--- src/rtl/bdc_pkg.sv ---
`timescale 1ns / 1ps
`default_nettype none

package bdc_pkg;

  localparam int unsigned TimeW  = 32;
  localparam int unsigned DelayW = 16;
  localparam int unsigned EnW    = 4;
  localparam int unsigned CfgIdxW = 3;
  localparam int unsigned CfgDatW = 16;

  // register indexes of the configuration port
  localparam logic [CfgIdxW-1:0] RegActiveLow = 3'd0;
  localparam logic [CfgIdxW-1:0] RegDebounce  = 3'd1;
  localparam logic [CfgIdxW-1:0] RegDblWindow = 3'd2;
  localparam logic [CfgIdxW-1:0] RegLongInit  = 3'd3;
  localparam logic [CfgIdxW-1:0] RegLongRep   = 3'd4;
  localparam logic [CfgIdxW-1:0] RegEnable    = 3'd5;

  // bit positions inside event_enable
  localparam int unsigned EnRelease = 0;
  localparam int unsigned EnPress   = 1;
  localparam int unsigned EnDouble  = 2;
  localparam int unsigned EnLong    = 3;

  localparam logic [DelayW-1:0] DebounceRst  = 16'd20;
  localparam logic [DelayW-1:0] DblWindowRst = 16'd0;
  localparam logic [DelayW-1:0] LongInitRst  = 16'd1000;
  localparam logic [DelayW-1:0] LongRepRst   = 16'd500;

  typedef struct packed {
    logic              active_low;
    logic [DelayW-1:0] debounce_time;
    logic [DelayW-1:0] double_click_window;
    logic [DelayW-1:0] long_initial_delay;
    logic [DelayW-1:0] long_repeat_delay;
    logic [EnW-1:0]    event_enable;
  } cfg_t;

  typedef struct packed {
    logic long_press;
    logic double_click;
    logic press;
    logic release_ev;
  } evt_t;

endpackage

`default_nettype wire

--- src/rtl/bdc_cfg_regs.sv ---
`timescale 1ns / 1ps
`default_nettype none

module bdc_cfg_regs
  import bdc_pkg::*;
(
  input  wire logic               clk,
  input  wire logic               rst_n,
  input  wire logic               wr_en,
  input  wire logic [CfgIdxW-1:0] wr_index,
  input  wire logic [CfgDatW-1:0] wr_data,
  output cfg_t                    cfg
);

  cfg_t cfg_r;
  cfg_t cfg_nxt;

  always_comb begin
    cfg_nxt = cfg_r;
    if (wr_en) begin
      unique case (wr_index)
        RegActiveLow: cfg_nxt.active_low          = wr_data[0];
        RegDebounce:  cfg_nxt.debounce_time       = wr_data;
        RegDblWindow: cfg_nxt.double_click_window = wr_data;
        RegLongInit:  cfg_nxt.long_initial_delay  = wr_data;
        RegLongRep:   cfg_nxt.long_repeat_delay   = wr_data;
        RegEnable:    cfg_nxt.event_enable        = wr_data[EnW-1:0];
        default:      cfg_nxt = cfg_r; // drop writes beyond the map
      endcase
    end
  end

  always_ff @(posedge clk) begin
    if (!rst_n) begin
      cfg_r.active_low          <= 1'b0;
      cfg_r.debounce_time       <= DebounceRst;
      cfg_r.double_click_window <= DblWindowRst;
      cfg_r.long_initial_delay  <= LongInitRst;
      cfg_r.long_repeat_delay   <= LongRepRst;
      cfg_r.event_enable        <= '0;
    end else begin
      cfg_r <= cfg_nxt;
    end
  end

  assign cfg = cfg_r;

endmodule

`default_nettype wire

--- src/rtl/bdc_core.sv ---
`timescale 1ns / 1ps
`default_nettype none

module bdc_core
  import bdc_pkg::*;
(
  input  wire logic              clk,
  input  wire logic              rst_n,
  input  wire logic              step,
  input  wire logic              pin_level,
  input  wire logic [TimeW-1:0]  now_ms,
  input  wire cfg_t              cfg,
  output evt_t                   evt
);

  logic             last_pressed_r, last_pressed_nxt;
  logic             stable_r, stable_nxt;
  logic [TimeW-1:0] deb_start_r, deb_start_nxt;
  logic [TimeW-1:0] press_time_r, press_time_nxt;
  logic [TimeW-1:0] long_mark_r, long_mark_nxt;
  logic             long_held_r, long_held_nxt;

  logic             pressed;
  logic             any_en;
  logic             settled;
  logic             press_edge, release_edge, holding;
  logic [TimeW-1:0] deb_age, press_age, long_age;

  assign pressed   = pin_level ^ cfg.active_low;
  assign any_en    = |cfg.event_enable;
  assign deb_age   = now_ms - deb_start_r;
  assign press_age = now_ms - press_time_r;
  assign long_age  = now_ms - long_mark_r;
  assign settled   = deb_age >= {{(TimeW-DelayW){1'b0}}, cfg.debounce_time};

  assign press_edge   = pressed  && !stable_r;
  assign release_edge = !pressed && stable_r;
  assign holding      = pressed  && stable_r;

  always_comb begin
    last_pressed_nxt = last_pressed_r;
    stable_nxt       = stable_r;
    deb_start_nxt    = deb_start_r;
    press_time_nxt   = press_time_r;
    long_mark_nxt    = long_mark_r;
    long_held_nxt    = long_held_r;
    evt              = '0;

    if (any_en) begin
      if (pressed != last_pressed_r) begin
        // level moved: restart the debounce timer
        last_pressed_nxt = pressed;
        deb_start_nxt    = now_ms;
      end else if (settled) begin
        evt.release_ev = cfg.event_enable[EnRelease] && release_edge;
        evt.press      = cfg.event_enable[EnPress] && press_edge;
        if (cfg.event_enable[EnDouble] && press_edge) begin
          if (press_age <= {{(TimeW-DelayW){1'b0}}, cfg.double_click_window}) begin
            evt.double_click = 1'b1;
          end else begin
            press_time_nxt = now_ms;
          end
        end
        if (cfg.event_enable[EnLong]) begin
          priority if (press_edge && !long_held_r) begin
            long_mark_nxt = now_ms;
          end else if (holding && !long_held_r &&
                       long_age >= {{(TimeW-DelayW){1'b0}}, cfg.long_initial_delay}) begin
            long_mark_nxt  = now_ms;
            long_held_nxt  = 1'b1;
            evt.long_press = 1'b1;
          end else if (holding && long_held_r &&
                       long_age >= {{(TimeW-DelayW){1'b0}}, cfg.long_repeat_delay}) begin
            long_mark_nxt  = now_ms;
            evt.long_press = 1'b1;
          end else if (release_edge && long_held_r) begin
            long_mark_nxt = now_ms;
            long_held_nxt = 1'b0;
          end else begin
            long_mark_nxt = long_mark_r;
          end
        end
        stable_nxt = pressed;
      end
    end
  end

  always_ff @(posedge clk) begin
    if (!rst_n) begin
      last_pressed_r <= 1'b0;
      stable_r       <= 1'b0;
      deb_start_r    <= '0;
      press_time_r   <= '0;
      long_mark_r    <= '0;
      long_held_r    <= 1'b0;
    end else if (step) begin
      last_pressed_r <= last_pressed_nxt;
      stable_r       <= stable_nxt;
      deb_start_r    <= deb_start_nxt;
      press_time_r   <= press_time_nxt;
      long_mark_r    <= long_mark_nxt;
      long_held_r    <= long_held_nxt;
    end
  end

  // a long press can only be latched while the stable level is pressed
  a_held_needs_pressed: assert property (@(posedge clk) disable iff (!rst_n)
    $rose(long_held_r) |-> stable_r)
    else $error("long press latched while released");

  // an event only fires once the level has settled
  a_evt_needs_settled: assert property (@(posedge clk) disable iff (!rst_n)
    (|evt) |-> (settled && (pressed == last_pressed_r)))
    else $error("event raised on an unsettled level");

  // a release excludes both a press and a long press in the same beat
  a_edges_exclusive: assert property (@(posedge clk) disable iff (!rst_n)
    !(evt.press && evt.release_ev) && !(evt.long_press && evt.release_ev))
    else $error("conflicting events in one beat");

endmodule

`default_nettype wire

--- src/rtl/button_debounce_click_detector.sv ---
`timescale 1ns / 1ps
`default_nettype none

// Button debouncer with press, release, double-click and long-press events.
// Each input beat carries one raw pin sample and its millisecond timestamp;
// exactly one result beat of four event flags comes back per sample. One
// sample is taken every clock cycle while the result side keeps taking beats:
// the sample register feeds a single pass of subtract-and-compare logic that
// updates the button state and loads the result register. Configuration
// writes are taken at any time but must only be issued while no samples are
// in flight.
module button_debounce_click_detector
  import bdc_pkg::*;
(
  input  wire logic               clk,
  input  wire logic               rst_n,
  // configuration write channel
  input  wire logic               cfg_valid,
  output logic                    cfg_ready,
  input  wire logic [CfgIdxW-1:0] cfg_index,
  input  wire logic [CfgDatW-1:0] cfg_data,
  // sample stream
  input  wire logic               in_tvalid,
  output logic                    in_tready,
  input  wire logic [39:0]        in_tdata,   // [0] pin_level, [32:1] now_ms, [39:33] zero
  // event stream
  output logic                    out_tvalid,
  input  wire logic               out_tready,
  output logic [7:0]              out_tdata   // [0] release_event, [1] press_event,
                                              // [2] double_click_event,
                                              // [3] long_press_event, [7:4] zero
);

  cfg_t             cfg;
  evt_t             evt;

  logic             smp_valid_r, smp_valid_nxt;
  logic             smp_pin_r;
  logic [TimeW-1:0] smp_now_r;
  logic             out_valid_r, out_valid_nxt;
  evt_t             out_evt_r;
  logic             res_load;
  logic             in_fire;

  assign cfg_ready = 1'b1;

  bdc_cfg_regs u_cfg (
    .clk      (clk),
    .rst_n    (rst_n),
    .wr_en    (cfg_valid),
    .wr_index (cfg_index),
    .wr_data  (cfg_data),
    .cfg      (cfg)
  );

  // advance the sample into the result register when that slot frees up
  assign res_load  = smp_valid_r && (!out_valid_r || out_tready);
  assign in_tready = !smp_valid_r || res_load;
  assign in_fire   = in_tvalid && in_tready;

  bdc_core u_core (
    .clk       (clk),
    .rst_n     (rst_n),
    .step      (res_load),
    .pin_level (smp_pin_r),
    .now_ms    (smp_now_r),
    .cfg       (cfg),
    .evt       (evt)
  );

  always_comb begin
    smp_valid_nxt = smp_valid_r;
    if (in_fire) begin
      smp_valid_nxt = 1'b1;
    end else if (res_load) begin
      smp_valid_nxt = 1'b0;
    end
    out_valid_nxt = out_valid_r;
    if (res_load) begin
      out_valid_nxt = 1'b1;
    end else if (out_tready) begin
      out_valid_nxt = 1'b0;
    end
  end

  always_ff @(posedge clk) begin
    if (!rst_n) begin
      smp_valid_r <= 1'b0;
      out_valid_r <= 1'b0;
    end else begin
      smp_valid_r <= smp_valid_nxt;
      out_valid_r <= out_valid_nxt;
    end
  end

  always_ff @(posedge clk) begin
    if (in_fire) begin
      smp_pin_r <= in_tdata[0];
      smp_now_r <= in_tdata[32:1];
    end
    if (res_load) begin
      out_evt_r <= evt;
    end
  end

  assign out_tvalid = out_valid_r;
  assign out_tdata  = {4'b0000, out_evt_r.long_press, out_evt_r.double_click,
                       out_evt_r.press, out_evt_r.release_ev};

  // a held sample must not be overwritten
  a_no_overrun: assert property (@(posedge clk) disable iff (!rst_n)
    (smp_valid_r && !res_load) |-> !in_tready)
    else $error("sample register overrun");

  // a stalled result is not replaced
  a_result_held: assert property (@(posedge clk) disable iff (!rst_n)
    (out_valid_r && !out_tready) |-> !res_load)
    else $error("result replaced while stalled");

  // every accepted sample yields a result on the next free slot
  a_sample_moves: assert property (@(posedge clk) disable iff (!rst_n)
    (smp_valid_r && (!out_valid_r || out_tready)) |=> out_valid_r)
    else $error("sample did not reach the result register");

  // the result register never shows press and release in the same beat
  a_out_exclusive: assert property (@(posedge clk) disable iff (!rst_n)
    out_valid_r |-> !(out_evt_r.press && out_evt_r.release_ev))
    else $error("press and release reported together");

endmodule

`default_nettype wire

--- config.mk ---
export PLATFORM = sky130hd
export DESIGN_NAME = button_debounce_click_detector
export DESIGN_NICKNAME = d
export VERILOG_FILES = /design/src/rtl/bdc_pkg.sv /design/src/rtl/bdc_cfg_regs.sv /design/src/rtl/bdc_core.sv /design/src/rtl/button_debounce_click_detector.sv
export SDC_FILE = /design/constraint.sdc
export NUM_CORES = 1
export LEC_CHECK = 0
export ABC_AREA = 1
export BUFFER_PORTS_ARGS = -buffer_cell sky130_fd_sc_hd__buf_2
export CORE_MARGIN = 2
export CORE_UTILIZATION = 24
export DETAILED_ROUTE_END_ITERATION = 16
export PLACE_DENSITY = 0.45
export SKIP_LAST_GASP = 1
export SYNTH_ARGS = -nofsm -noshare
export SYNTH_HDL_FRONTEND = slang
export SYNTH_SLANG_ARGS = --single-unit
--- constraint.sdc ---
create_clock -name clk -period 10.6 [get_ports clk]
set_clock_uncertainty 0.15 [all_clocks]
set_input_delay 0.53 -clock clk [delete_from_list [all_inputs] [get_ports clk]]
set_output_delay 0.53 -clock clk [all_outputs]
set_load 0.02 [all_outputs]
; ---- Word level (Yosys, flattened, before mapping)
; Cells that the tools add are included.
[totals]
regBits = 207
inputBits = 64
wordCells = 97
[classes]
n_addsub = 3
order_cmp = 4
eq_ne = 7
muxes = 14
n_bitwise = 8
reduce_logical = 41
[op_table]
columns = cell, n
row1 = $mux W32, 4
row2 = $ge A32 B16 Y1, 3
row3 = $sub A32 B32 Y32, 3
row4 = $le A32 B16 Y1, 1
row5 = $logic_and A1 B1 Y1, 14
row6 = $reduce_and A2 Y1, 6
row7 = $reduce_and A6 Y1, 2
row8 = $mux W1, 10
row9 = $reduce_and A8 Y1, 1
row10 = $reduce_or A4 Y1, 2
row11 = $not A1 Y1, 7
row12 = $eq A3 B2 Y1 const B, 2
row13 = $eq A3 B3 Y1 const B, 2
row14 = $reduce_bool A2 Y1, 3
row15 = $logic_not A1 Y1, 5
row16 = $reduce_or A5 Y1, 1
row17 = $reduce_and A4 Y1, 1
row18 = $reduce_bool A4 Y1, 1
row19 = $eq A3 B1 Y1 const B, 1
row20 = $logic_not A3 Y1, 1
row21 = $reduce_and A3 Y1, 1
row22 = $reduce_or A3 Y1, 1
row23 = $logic_or A1 B1 Y1, 2
row24 = $ne A2 B1 Y1 const B, 1
row25 = other kinds (2), 2

; ---- Depth between registers and ports, before layout
; Gate-level depths: netlist of run 1.
[logic_depth]
word_depth = 8
ltp_mapped = 31
mapped_depth_nobuf = 30

; ---- Hierarchy
; Synthesis of run 1 repeated with hierarchy kept, for this count alone.
[hier_totals]
hier_cells = 2704
hier_area_um2 = 16859.9
[by_module_without_submodules]
columns = mod, instances, cells_per_inst, area_per_inst_um2, seq_area_each_um2
row1 = bdc_core, 1, 2255, 12848.6, 1981.9
row2 = bdc_cfg_regs, 1, 392, 2760.1, 1381.3
row3 = button_debounce_click_detector, 1, 57, 1251.2, 1151.1

; ---- Worst setup path after synthesis of run 1
; No wires, ideal clock.
[synth_path]
path_kind = reg2reg
startpoint = reg smp_now_r[0]
endpoint = reg u_core.long_mark_r[11]
setup_time_ps = 115
arrival_ps = 3327
required_ps = 10335
slack_ps = 7008
path_stages_with_launch = 31
synth_period_minus_slack_ps = 3592
cell_sequence = edfxtp_1 -> inv_1 -> ha_1 -> inv_1 -> fa_1 -> nand2_1 -> inv_2 -> nand2_1 -> nand2_2 -> nand2_1 -> nand2_2 -> nand2_1 -> nand2_1 -> xor2_1 -> ha_1 -> nand2_1 -> nor2_1 -> a211oi_1 -> nand2_1 -> nand2_1 -> nand3_1 -> nor2_1 -> nand3_1 -> nor2_1 -> nand2_2 -> nand2_2 -> nor2_2 -> buf_6 -> buf_2 -> a21oi_1 -> nor2_1
[synth_between]
elab_chain_cells = 6
word_cells_on_any_way = 12
[synth_lines]
columns = item, line
row1 = "start, declared", button_debounce_click_detector.sv:39  ; logic [TimeW-1:0] smp_now_r;
row2 = "start signal, assigned", button_debounce_click_detector.sv:99  ; smp_now_r <= in_tdata[32:1];
row3 = $sub A32 B32 Y32, bdc_core.sv:33  ; assign long_age = now_ms - long_mark_r;
row4 = $ge A32 B16 Y1, bdc_core.sv:73  ; long_age >= {{(TimeW-DelayW){1'b0}}, cfg.long_repeat_delay}) begin
row5 = $logic_and A1 B1 Y1, bdc_core.sv:72  ; end else if (holding && long_held_r &&
row6 = $mux W32, bdc_core.sv:72
row7 = $mux W32, bdc_core.sv:67  ; end else if (holding && !long_held_r &&
row8 = $mux W32, bdc_core.sv:65  ; priority if (press_edge && !long_held_r) begin
row9 = "end signal, assigned", bdc_core.sv:101  ; long_mark_r <= long_mark_nxt;
row10 = "end, declared", bdc_core.sv:20  ; logic [TimeW-1:0] long_mark_r, long_mark_nxt;
; Parallel ways exist; a longest one is shown, timed or not.
; A chain may end at the register's enable or synchronous reset.

; ---- Worst setup path in the final report of run 1
[layout_path]
startpoint = reg smp_now_r[1]
endpoint = reg u_core.press_time_r[29]
[layout_between]
elab_chain_cells = 4
word_cells_on_any_way = 6
[layout_lines]
columns = item, line
row1 = $sub A32 B32 Y32, bdc_core.sv:32  ; assign press_age = now_ms - press_time_r;
row2 = $le A32 B16 Y1, bdc_core.sv:58  ; if (press_age <= {{(TimeW-DelayW){1'b0}}, cfg.double_click_window}) begin
row3 = $not A1 Y1 (no source line), -
row4 = $reduce_and A6 Y1 (no source line) *, -
row5 = "end signal, assigned", bdc_core.sv:100  ; press_time_r <= press_time_nxt;
row6 = "end, declared", bdc_core.sv:19  ; logic [TimeW-1:0] press_time_r, press_time_nxt;
; Mark *: on every way between the ends. The rest lies on a longest branch, timed or not.

==> results.md, run 1 <==
- Area post-placement: 17100 um^2
- CTS sink count: 207
- Area grow syn2layout: 14.4%
- Hold_buf cts: 33
- Max stage delay on crit path: 660 ps
- # nets final: 2772
- Vias/cell: 4.48
- Setup_tns: 0 ps
- Chip height: 262 um
- Clock slew at reported path FFs: 60 ps
- CP max FO: 64
- Setup ws final: 5330 ps
- Yosys warns: 0
- DR vias: 15400
- Largest net degree at the start of global routing: 88
- Fill cells: 7392
- Worst vdd ir: 0.000113 V
- Synth top area cells: dfxtp_1 21%, nand2_1 15%, ha_1 12%
- Fmax: 190 MHz
- HPWL after DPL: 41.2 mm
- Pre-CTS setup slack: 5240 ps
- Pwr/cell area: 123 nW/um^2
- Final Non-Filler Cells: 3430
- Post-synth top flop: dfxtp_1
- Final core occ: 27.8%
- Synthesized area per cell: 6.45 um^2
- Top cell type's share of synthesized area: 21.3%
- Register bit count reported by yosys: 207
- Post-layout min period: 5270 ps
- Worst min-delay path category: primary input to flop
- Post-synthesis sequential area ratio: 28.2%
- Setup violation total in the final timing report: 0
- Total GRT Usage: 14.8%
- Hold Fails Final Rpt: 0
- Max clock buf depth: 3
- RSZ-0062 raised after global routing: false
- Htree depth: 1
- Startpoint Class: flop
- FFs w/ async S/R, synth: 0%
- CTS root buf: clkbuf_16
- Fin crit share: 49.7%
- Setup crit end kind: flop
- Netlist cell types: 42
- Critical Path Most Common Cell: nand2_1
- Worst-skew pair later-pin latency: 570 ps
- Post-Layout Inst Area: 18300 um^2
- Number of synthesized flops with an enable pin: 37
- P_int: 1.54 mW
- Hold depth: 4
- Antenna Nets Post-Route: 0
- Layout cells sized above 1: 6.51%
- Detailed Route WL: 50.8 mm
- Die ar.: 68700 um^2
- Core Area: 65900 um^2
- Dpl cells: 3353
- Die width: 262 um
- Mean routed wirelength per cell: 14.8 um
- Number of max-cap violations: 0
- Worst Path Arrival: 5560 ps
- Initial antenna violation count: 0
- Leakage: 8.39 nW
- PostCTS Resize Cnt: 0
- Final Wtd Congestion: 0.913
- N_diodes: 0
- Final Power: 2.24 mW
- CP required: 10890 ps
- Synthesized area: 16000 um^2
- Top cells by count, synth: 657 x nand2_1, 414 x inv_1, 277 x nor2_1, 239 x a21oi_1, 170 x dfxtp_1
- Max-slew violation count: 0
- First-pass DRT Iterations: 6
- Post-CTS setup buffer count: 0
- # rows: 94
- Max transition margin: 32.0%
- Initial Util: 24.3%
- Kind of critical path: flop to flop
- Dominant cell type by area after synthesis: dfxtp_1
- GRT overflow: 0
- Reg power frac: 37.8%
- Hold WS: 84.5 ps
- Initial DRC count: 772
- First-pass GRT wire length: 80.4 mm
- Count leader, synth: nand2_1
- Comb pwr share: 21.9%
- Number of I/O port buffers: 62
- Number of global-route vias before repair: 15100
- Residual DRC: 0
- Status: finished clean
- R2r worst-path depth: 25
- CTS Buf Count: 24
- Critical-path top delay cell: edfxtp_1
- IO Count: 75
- Worst-Margin Slew: 1020 ps
- CTS tree: built
- Clock power share: 40.2%
- Post-synthesis cell count: 2477
- Switching part of the total: 31.5%
- NetSw: 0.708 mW
[layout make-up]
cell class	count	area, um^2	area share (%)
well taps	864	1080	5.91
repair buffers	100	681	3.72
clock buffers	28	616	3.37
inverters	424	1590	8.70
multi-input cells	1791	9570	52.3
clock inverters	16	235	1.29
flip-flops and latches	207	4510	24.7
[worst paths after layout]
| check | to | slack (ps) | start |
|---|---|---|---|
| max reg2reg | u_core.press_time_r[29]$_SDFFE_PN0P_ | 5330 | smp_now_r[1]$_DFFE_PP_ |
| max | u_core.press_time_r[29]$_SDFFE_PN0P_ | 5330 | smp_now_r[1]$_DFFE_PP_ |
| min | out_tvalid$_SDFFE_PN0P_ | 80 | out_tready |
| min reg2reg | u_core.deb_start_r[30]$_SDFFE_PN0P_ | 310 | u_core.deb_start_r[30]$_SDFFE_PN0P_ |
[metal layers]
layer,GRT usage (%),wire (um)
met1,18.7,23100
met2,26.7,24400
met3,1.20,1820
met4,4.57,1420
met5,0,0
[power groups by stage]
| stage | Combinational (mW) | Sequential [mW] | Clock (mW) |
|---|---|---|---|
| 2_1_floorplan | 0.348 | 0.852 | 0 |
| 3_3_place_gp | 0.478 | 0.865 | 0 |
| 3_5_place_dp | 0.484 | 0.866 | 0 |
| 4_1_cts | 0.496 | 0.848 | 0.933 |
| 5_1_grt | 0.564 | 0.851 | 0.967 |
| 6_report | 0.492 | 0.849 | 0.903 |
[layout by cell type (no fill, tap or decap), types with 5 or more instances in the layout]
master         count
inv_2              9
nand4_1           26
o21ai_1            8
buf_2             61
nand2_2           11
nor2_2            12
o21ai_0          131
nand3b_1          11
conb_1             5
clkbuf_16         24
xor2_1            45
edfxtp_1          37
clkinv_1           5
nand3_2           23
ha_1             157
dfxtp_1          170
o21bai_1           6
a21oi_1          239
inv_1            414
nand2_1          657
dlygate4sd3_1     33
nor2_1           277
nand3_1          102
o211ai_1          15
a211oi_1           7
nor3_1            21
buf_4              6
a21o_1             6
bufinv_16          5
[flip-flops by register name, summed over array words and instances (netlist names), 4 cells and up]
name / flops
u_cfg.cfg: 69
u_core.deb_start_r: 32
smp_now_r: 32
u_core.press_time_r: 32
out_tdata: 4
u_core.long_mark_r: 32
[cells by family (layout without fill, tap and decap cells)]
family | after synthesis | count (layout) | synth area share, %
fa+ha+maj | 160 | 160 | 12.7
compound gates | 422 | 422 | 13.9
other cells | 2 | 5 | 0.0470
flops | 207 | 207 | 28.2
xor+xnor | 49 | 49 | 2.68
simple gates | 1155 | 1155 | 30.4
buf+inv | 482 | 568 | 12.1
[worst max-delay path: cells and delay by family, from the launching register on]
| kind | cells | cell delay [ps] |
|---|---|---|
| buf+inv | 2 | 330 |
| xor+xnor | 1 | 160 |
| flops | 1 | 660 |
| simple gates | 18 | 2430 |
| fa+ha+maj | 2 | 850 |
| compound gates | 2 | 500 |
Note: power is estimated with default switching activity, not from simulation.
==> inputs of run 2 (changes only) <==
==> constraint.sdc (replaced) <==
create_clock -name clk -period 5.1 [get_ports clk]
set_clock_uncertainty 0.15 [all_clocks]
set_input_delay 0.255 -clock clk [delete_from_list [all_inputs] [get_ports clk]]
set_output_delay 0.255 -clock clk [all_outputs]
set_load 0.02 [all_outputs]
==> run 2 against run 1 <==
Against the previous run: non-clock buffer count up 35; hold slack worse by 43 ps; clock power rose by 110%; core utilization rose by 0.62 points; cell count increased by 1.1%; highest routed layer unchanged; power rose by 110%; combinational power is 110% higher; worst setup slack got worse by 4900 ps; first-iteration DRC count up 14%; sequential share of layout area down 0.54 points.
==> results.md, run 2 (same netlist as run 1, synthesis figures left out) <==
- Max transition margin: 32.8% (was 32.0%)
- Max clock buf depth: 3 (unchanged)
- CTS root buf: clkbuf_16 (unchanged)
- Kind of critical path: flop to flop (unchanged)
- Vias/cell: 4.40 (was 4.48)
- First-pass DRT Iterations: 5 (was 6)
- M1 WL: 24.0 mm (was 23.1 mm)
- Mean routed wirelength per cell: 14.8 um (about the same)
- Detailed Route WL: 51.2 mm (was 50.8 mm)
- CTS sink count: 207 (unchanged)
- Pwr/cell area: 251 nW/um^2 (was 123 nW/um^2)
- Pre-CTS setup slack: 404 ps (was 5240 ps)
- Largest net degree at the start of global routing: 144 (was 88)
- Fmax: 215 MHz (was 190 MHz)
- Initial DRC count: 883 (was 772)
- Worst vdd ir: 0.000262 V (was 0.000113 V)
- Number of I/O port buffers: 62 (unchanged)
- Max reg flops: 69 (unchanged)
- CTS tree: built (unchanged)
- Final Wtd Congestion: 0.927 (was 0.913)
- Worst-skew pair later-pin latency: 560 ps (was 570 ps)
- Max-slew violation count: 0 (unchanged)
- First-pass GRT wire length: 80.4 mm (about the same)
- CP max FO: 56 (was 64)
- Worst Path Arrival: 5000 ps (was 5560 ps)
- Buf/Inv on CP: 2 (unchanged)
- CP required: 5440 ps (was 10890 ps)
- CP top delay family: simple AND/OR/NAND/NOR gates (unchanged)
- Residual DRC: 0 (unchanged)
- IO Count: 75 (unchanged)
- Fin crit share: 91.4% (was 49.7%)
- GRT overflow: 0 (unchanged)
- Worst-Margin Slew: 1000 ps (was 1020 ps)
- Htree depth: 1 (unchanged)
- Fill cells: 7322 (was 7392)
- Area of the multi-input gates: 9570 um^2 (unchanged)
- Setup crit end kind: flop (unchanged)
- Seq. cell area: 4510 um^2 (unchanged)
- Critical-path top delay cell: edfxtp_1 (unchanged)
- WL met2: 24.6 mm (was 24.4 mm)
- DR vias: 15300 (was 15400)
- Initial Util: 24.3% (unchanged)
- PostCTS Resize Cnt: 0 (unchanged)
- Final Non-Filler Cells: 3468 (was 3430)
- Core Area: 65900 um^2 (unchanged)
- Antenna Nets Post-Route: 0 (unchanged)
- Final core occ: 28.4% (was 27.8%)
- RSZ-0062 raised after global routing: false (unchanged)
- Setup_tns: 0 ps (unchanged)
- Die ar.: 68700 um^2 (unchanged)
- Most frequent cells in the layout: 657 x nand2_1, 414 x inv_1, 277 x nor2_1, 239 x a21oi_1, 170 x dfxtp_1 (unchanged)
- Met3 wire len: 1.29 mm (was 1.82 mm)
- Commonest non-fill, non-tap cell in the layout: nand2_1 (unchanged)
- Worst min-delay path category: primary input to flop (unchanged)
- Clock slew at reported path FFs: 60 ps (about the same)
- # nets final: 2808 (was 2772)
- HPWL after DPL: 41.4 mm (was 41.2 mm)
- Max stage delay on crit path: 530 ps (was 660 ps)
- Post-layout min period: 4660 ps (was 5270 ps)
- Area grow syn2layout: 16.9% (was 14.4%)
- Initial antenna violation count: 0 (unchanged)
- Die width: 262 um (unchanged)
- Dpl cells: 3362 (was 3353)
- Hold Fails Final Rpt: 0 (unchanged)
- Top Metal Used: met4 (unchanged)
- Total GRT Usage: 14.9% (was 14.8%)
- Startpoint Class: flop (unchanged)
- Layout cells sized above 1: 6.99% (was 6.51%)
- Number of global-route vias before repair: 14900 (was 15100)
- CTS Buf Count: 25 (was 24)
- Status: finished clean (unchanged)
- Critical Path Most Common Cell: nand2_1 (unchanged)
- Leakage: 8.58 nW (was 8.39 nW)
- # rows: 94 (unchanged)
- Number of max-cap violations: 0 (unchanged)
- Setup violation total in the final timing report: 0 (unchanged)
- Chip height: 262 um (unchanged)
- Setup ws final: 441 ps (was 5330 ps)
## run 2: metrics by stage
stage / power (mW) / area, um^2 / hold slack [ps]
5_1_grt: 4.99 / 18700 / 71.6
6_report: 4.70 / 18700 / 41.4
3_5_place_dp: 2.81 / 17200 / 283
4_1_cts: 4.78 / 18700 / 6.48
3_3_place_gp: 2.80 / 17200 / 281
2_1_floorplan: 2.49 / 16000 / 204
## run 2: final cells by class
class	instances	share of cell area [%]
multi-input cells	1791	51.2
flip-flops and latches	207	24.2
inverters	424	8.51
well taps	864	5.78
repair buffers	135	5.66
clock buffers	36	4.00
clock inverters	10	0.696
diodes	1	0.0134
## run 2: worst register-to-register path, delay by kind of cell, from the launching register on
kind                     cells  cell delay (ps)
adder cells (fa/ha/maj)      2              740
AND/OR/NAND/NOR             21             2180
buffers and inverters        2              200
AO/OA/AOI/OAI                3              510
flip-flops                   1              530
XOR/XNOR                     1              290
## run 2: repair_timing
action | in CTS | in global routing
buffers inserted | 0 | 0
hold buffers | 59 | 0
endpoints found under the hold margin | 106 | 0
## run 2: per-layer routing
metal	vias up	track usage [%]
met1	6846	19.0
li1	8119	-
met4	0	4.43
met3	63	1.25
met5	-	0
met2	225	26.5
## run 2: report_power, final
part           switching, mW  internal (mW)
clock                  0.759           1.13
sequential            0.0488           1.71
combinational          0.676          0.372
total                   1.48           3.22
## run 2: path summary, 6_finish.rpt
path / from / to / slack (ps) / depth (start not counted)
max: smp_now_r[2]$_DFFE_PP_ / u_core.press_time_r[27]$_SDFFE_PN0P_ / 440 / 29
min: cfg_index[1] / u_cfg.cfg[36]$_SDFFE_PN0P_ / 40 / 5
max reg2reg: smp_now_r[2]$_DFFE_PP_ / u_core.press_time_r[27]$_SDFFE_PN0P_ / 440 / 29
min reg2reg: u_core.deb_start_r[4]$_SDFFE_PN0P_ / u_core.deb_start_r[4]$_SDFFE_PN0P_ / 310 / 2
==> inputs of run 3 (changes only) <==
==> constraint.sdc (replaced) <==
create_clock -name clk -period 4.5 [get_ports clk]
set_clock_uncertainty 0.15 [all_clocks]
set_input_delay 0.225 -clock clk [delete_from_list [all_inputs] [get_ports clk]]
set_output_delay 0.225 -clock clk [all_outputs]
set_load 0.02 [all_outputs]
==> run 3 against run 2 <==
Against the previous run: via count is 1.6% higher; cell count is 1.7% higher; core utilization is 0.89 points higher; sequential share of layout area is 0.73 points lower; die area stayed put; hold slack worse by 2.3 ps; largest power group unchanged; largest cell class unchanged; sequential power is 13% higher; fmax is 10% higher; routed wire length is 1.5% higher; critical path type unchanged; clock power is 7% higher; register-to-register slack worse by 170 ps; critical endpoint is now u_core.long_mark_r[25]$_SDFFE_PN0P_; critical path depth is 6 lower.
==> results.md, run 3 (same netlist as run 1, synthesis figures left out) <==
- Comb pwr share: 24.2% (was 22.3%)
- Max transition margin: 27.3% (was 32.8%)
- # nets final: 2869 (was 2808)
- CTS tree: built (unchanged)
- CP max FO: 23 (was 56)
- Area of the multi-input gates: 9740 um^2 (was 9570 um^2)
- Pwr/cell area: 275 nW/um^2 (was 251 nW/um^2)
- Final Wtd Congestion: 0.915 (was 0.927)
- Fmax: 236 MHz (was 215 MHz)
- GRT overflow: 0 (unchanged)
- Pre-CTS setup slack: -60.0 ps (was 404 ps)
- IO Count: 75 (unchanged)
- Worst Path Arrival: 4520 ps (was 5000 ps)
- P_int: 3.60 mW (was 3.22 mW)
- Core Area: 65900 um^2 (unchanged)
- Largest net degree at the start of global routing: 100 (was 144)
- Layout cells sized above 1: 10.3% (was 6.99%)
- Worst-path cell chain: ha_1 > nand2_1 > inv_1 > a21oi_1 > nor2_1 > nor2_1 > nand2_1 > xor2_1 > ha_1 > nand2_1 > nor2_1 > a211oi_2 > nand3_2 > nor2_2 > nand3_1 > nor2_1 > nand2_2 > nand2_2 > nor2_4 > buf_12 > buf_12 > a21oi_1 > nor2_1
- Startpoint Class: flop (unchanged)
- Residual DRC: 0 (unchanged)
- Leakage: 8.88 nW (was 8.58 nW)
- Commonest non-fill, non-tap cell in the layout: nand2_1 (unchanged)
- First-pass GRT wire length: 82.0 mm (was 80.4 mm)
- Worst vdd ir: 0.000241 V (was 0.000262 V)
- Clock power share: 38.3% (was 40.2%)
- Area grow syn2layout: 20.6% (was 16.9%)
- Initial DRC count: 693 (was 883)
- Hold depth: 5 (unchanged)
- Max-slew violation count: 0 (unchanged)
- Die width: 262 um (unchanged)
- Initial antenna violation count: 2 (was 0)
- Critical Path Most Common Cell: nor2_1 (was nand2_1)
- Kind of critical path: flop to flop (unchanged)
- CTS root buf: clkbuf_16 (unchanged)
- R2r worst-path depth: 23 (was 29)
- Max stage delay on crit path: 580 ps (was 530 ps)
- NetSw: 1.70 mW (was 1.48 mW)
- Reg power frac: 37.5% (about the same)
- Max clock buf depth: 3 (unchanged)
- Mean routed wirelength per cell: 14.7 um (was 14.8 um)
- Post-layout min period: 4230 ps (was 4660 ps)
- Seq. cell area: 4510 um^2 (unchanged)
- N_diodes: 0 (was 1)
- RR Startpoint: smp_now_r[10]$_DFFE_PP_ (was smp_now_r[2]$_DFFE_PP_)
- Hold WS: 39.1 ps (was 41.4 ps)
- # rows: 94 (unchanged)
- Clock slew at reported path FFs: 60 ps (about the same)
- Worst setup path start: smp_now_r[10]$_DFFE_PP_ (was smp_now_r[2]$_DFFE_PP_)
- First-pass DRT Iterations: 5 (unchanged)
- Critical-path top delay cell: edfxtp_1 (unchanged)
- Die ar.: 68700 um^2 (unchanged)
- Worst min-delay path category: primary input to flop (unchanged)
- Worst-Margin Slew: 1090 ps (was 1000 ps)
- Worst Hold Launch: cfg_valid (was cfg_index[1])
- CTS sink count: 207 (unchanged)
- Setup ws final: 272 ps (was 441 ps)
- Max reg flops: 69 (unchanged)
- Number of max-cap violations: 0 (unchanged)
- Setup_tns: 0 ps (unchanged)
- Number of I/O port buffers: 62 (unchanged)
- Setup violation total in the final timing report: 0 (unchanged)
- Hold Fails Final Rpt: 0 (unchanged)
- Setup crit end kind: flop (unchanged)
- Vias/cell: 4.39 (was 4.40)
- Chip height: 262 um (unchanged)
- DR vias: 15500 (was 15300)
- Most frequent cells in the layout: 650 x nand2_1, 413 x inv_1, 275 x nor2_1, 236 x a21oi_1, 170 x dfxtp_1 (was 657 x nand2_1, 414 x inv_1, 277 x nor2_1, 239 x a21oi_1, 170 x dfxtp_1)
- CP required: 4790 ps (was 5440 ps)
- CTS Buf Count: 24 (was 25)
- Fin crit share: 94.0% (was 91.4%)
- Number of global-route vias before repair: 15200 (was 14900)
- Status: finished clean (unchanged)
- Htree depth: 1 (unchanged)
- Fill cells: 7302 (was 7322)
- Total GRT Usage: 15.2% (was 14.9%)
- Detailed Route WL: 51.9 mm (was 51.2 mm)
- Worst-skew pair later-pin latency: 560 ps (about the same)
- Antenna Nets Post-Route: 0 (unchanged)
- Initial Util: 24.3% (unchanged)
- HPWL after DPL: 42.4 mm (was 41.4 mm)
- Switching part of the total: 32.1% (was 31.6%)
## run 3: changes by cell type in the layout (fill, tap and decap cells not counted), moves of 4 or more
| cell | before | now |
|---|---|---|
| xor2_2 | 0 | 4 |
| nand2_2 | 11 | 15 |
| buf_4 | 11 | 74 |
| clkbuf_8 | 6 | 2 |
| xor2_1 | 45 | 40 |
| nand2_1 | 657 | 650 |
| ha_1 | 157 | 151 |
## run 3: worst paths after layout
path                                                       endpoint  slack (ps)
worst max-delay path            u_core.long_mark_r[25]$_SDFFE_PN0P_         270
worst min-delay path                      u_cfg.cfg[1]$_SDFFE_PN0P_          40
worst max register to register  u_core.long_mark_r[25]$_SDFFE_PN0P_         270
worst min register to register   u_core.deb_start_r[5]$_SDFFE_PN0P_         310
## run 3: what timing repair did
item                                   CTS  global route
endpoints found under the hold margin  104             0
hold buffers                            57             0
pin swaps                                1            13
setup buffers                            5            16
resized for setup                        3            37
setup endpoints to repair               32            68
## run 3: cell type report
| cell class | count | share of cell area, % |
|---|---|---|
| multi-input cells | 1791 | 50.5 |
| flip-flops and latches | 207 | 23.4 |
| inverters | 424 | 8.26 |
| repair buffers | 197 | 7.95 |
| well taps | 864 | 5.61 |
| clock buffers | 33 | 3.51 |
| clock inverters | 11 | 0.721 |
## run 3: stage by stage
stage,util [%],cells,cell area [um^2],power (mW)
finish,29.3,3527,19300,5.30
global route,29.3,3527,19300,5.63
CTS,28.8,3511,19000,5.34
detailed placement,26.6,3405,17500,3.23
global placement,26.6,3405,17500,3.22
floorplan,-,2480,16000,2.83
## run 3: power by group through the flow
stage / sequential, mW / combinational [mW] / clock [mW]
floorplan: 2.01 / 0.819 / 0
detailed placement: 2.04 / 1.20 / 0
finish: 1.99 / 1.28 / 2.03
global placement: 2.04 / 1.18 / 0
global route: 1.99 / 1.46 / 2.17
CTS: 1.99 / 1.25 / 2.10
## run 3: layer usage
layer / GRT usage [%] / share of wire, % / wire (um)
met1: 19.7 / 46 / 24100
met2: 27.0 / 48 / 25000
met3: 1.07 / 2.7 / 1380
met4: 4.25 / 2.7 / 1400
met5: 0 / 0 / 0
## run 3: worst max-delay path: cells and delay by family (launching register included)
family | cells | cell delay (ps)
AND/OR/NAND/NOR | 14 | 1550
buffers and inverters | 3 | 360
flip-flops | 1 | 580
XOR/XNOR | 1 | 190
AO/OA/AOI/OAI | 3 | 520
adder cells (fa/ha/maj) | 2 | 750
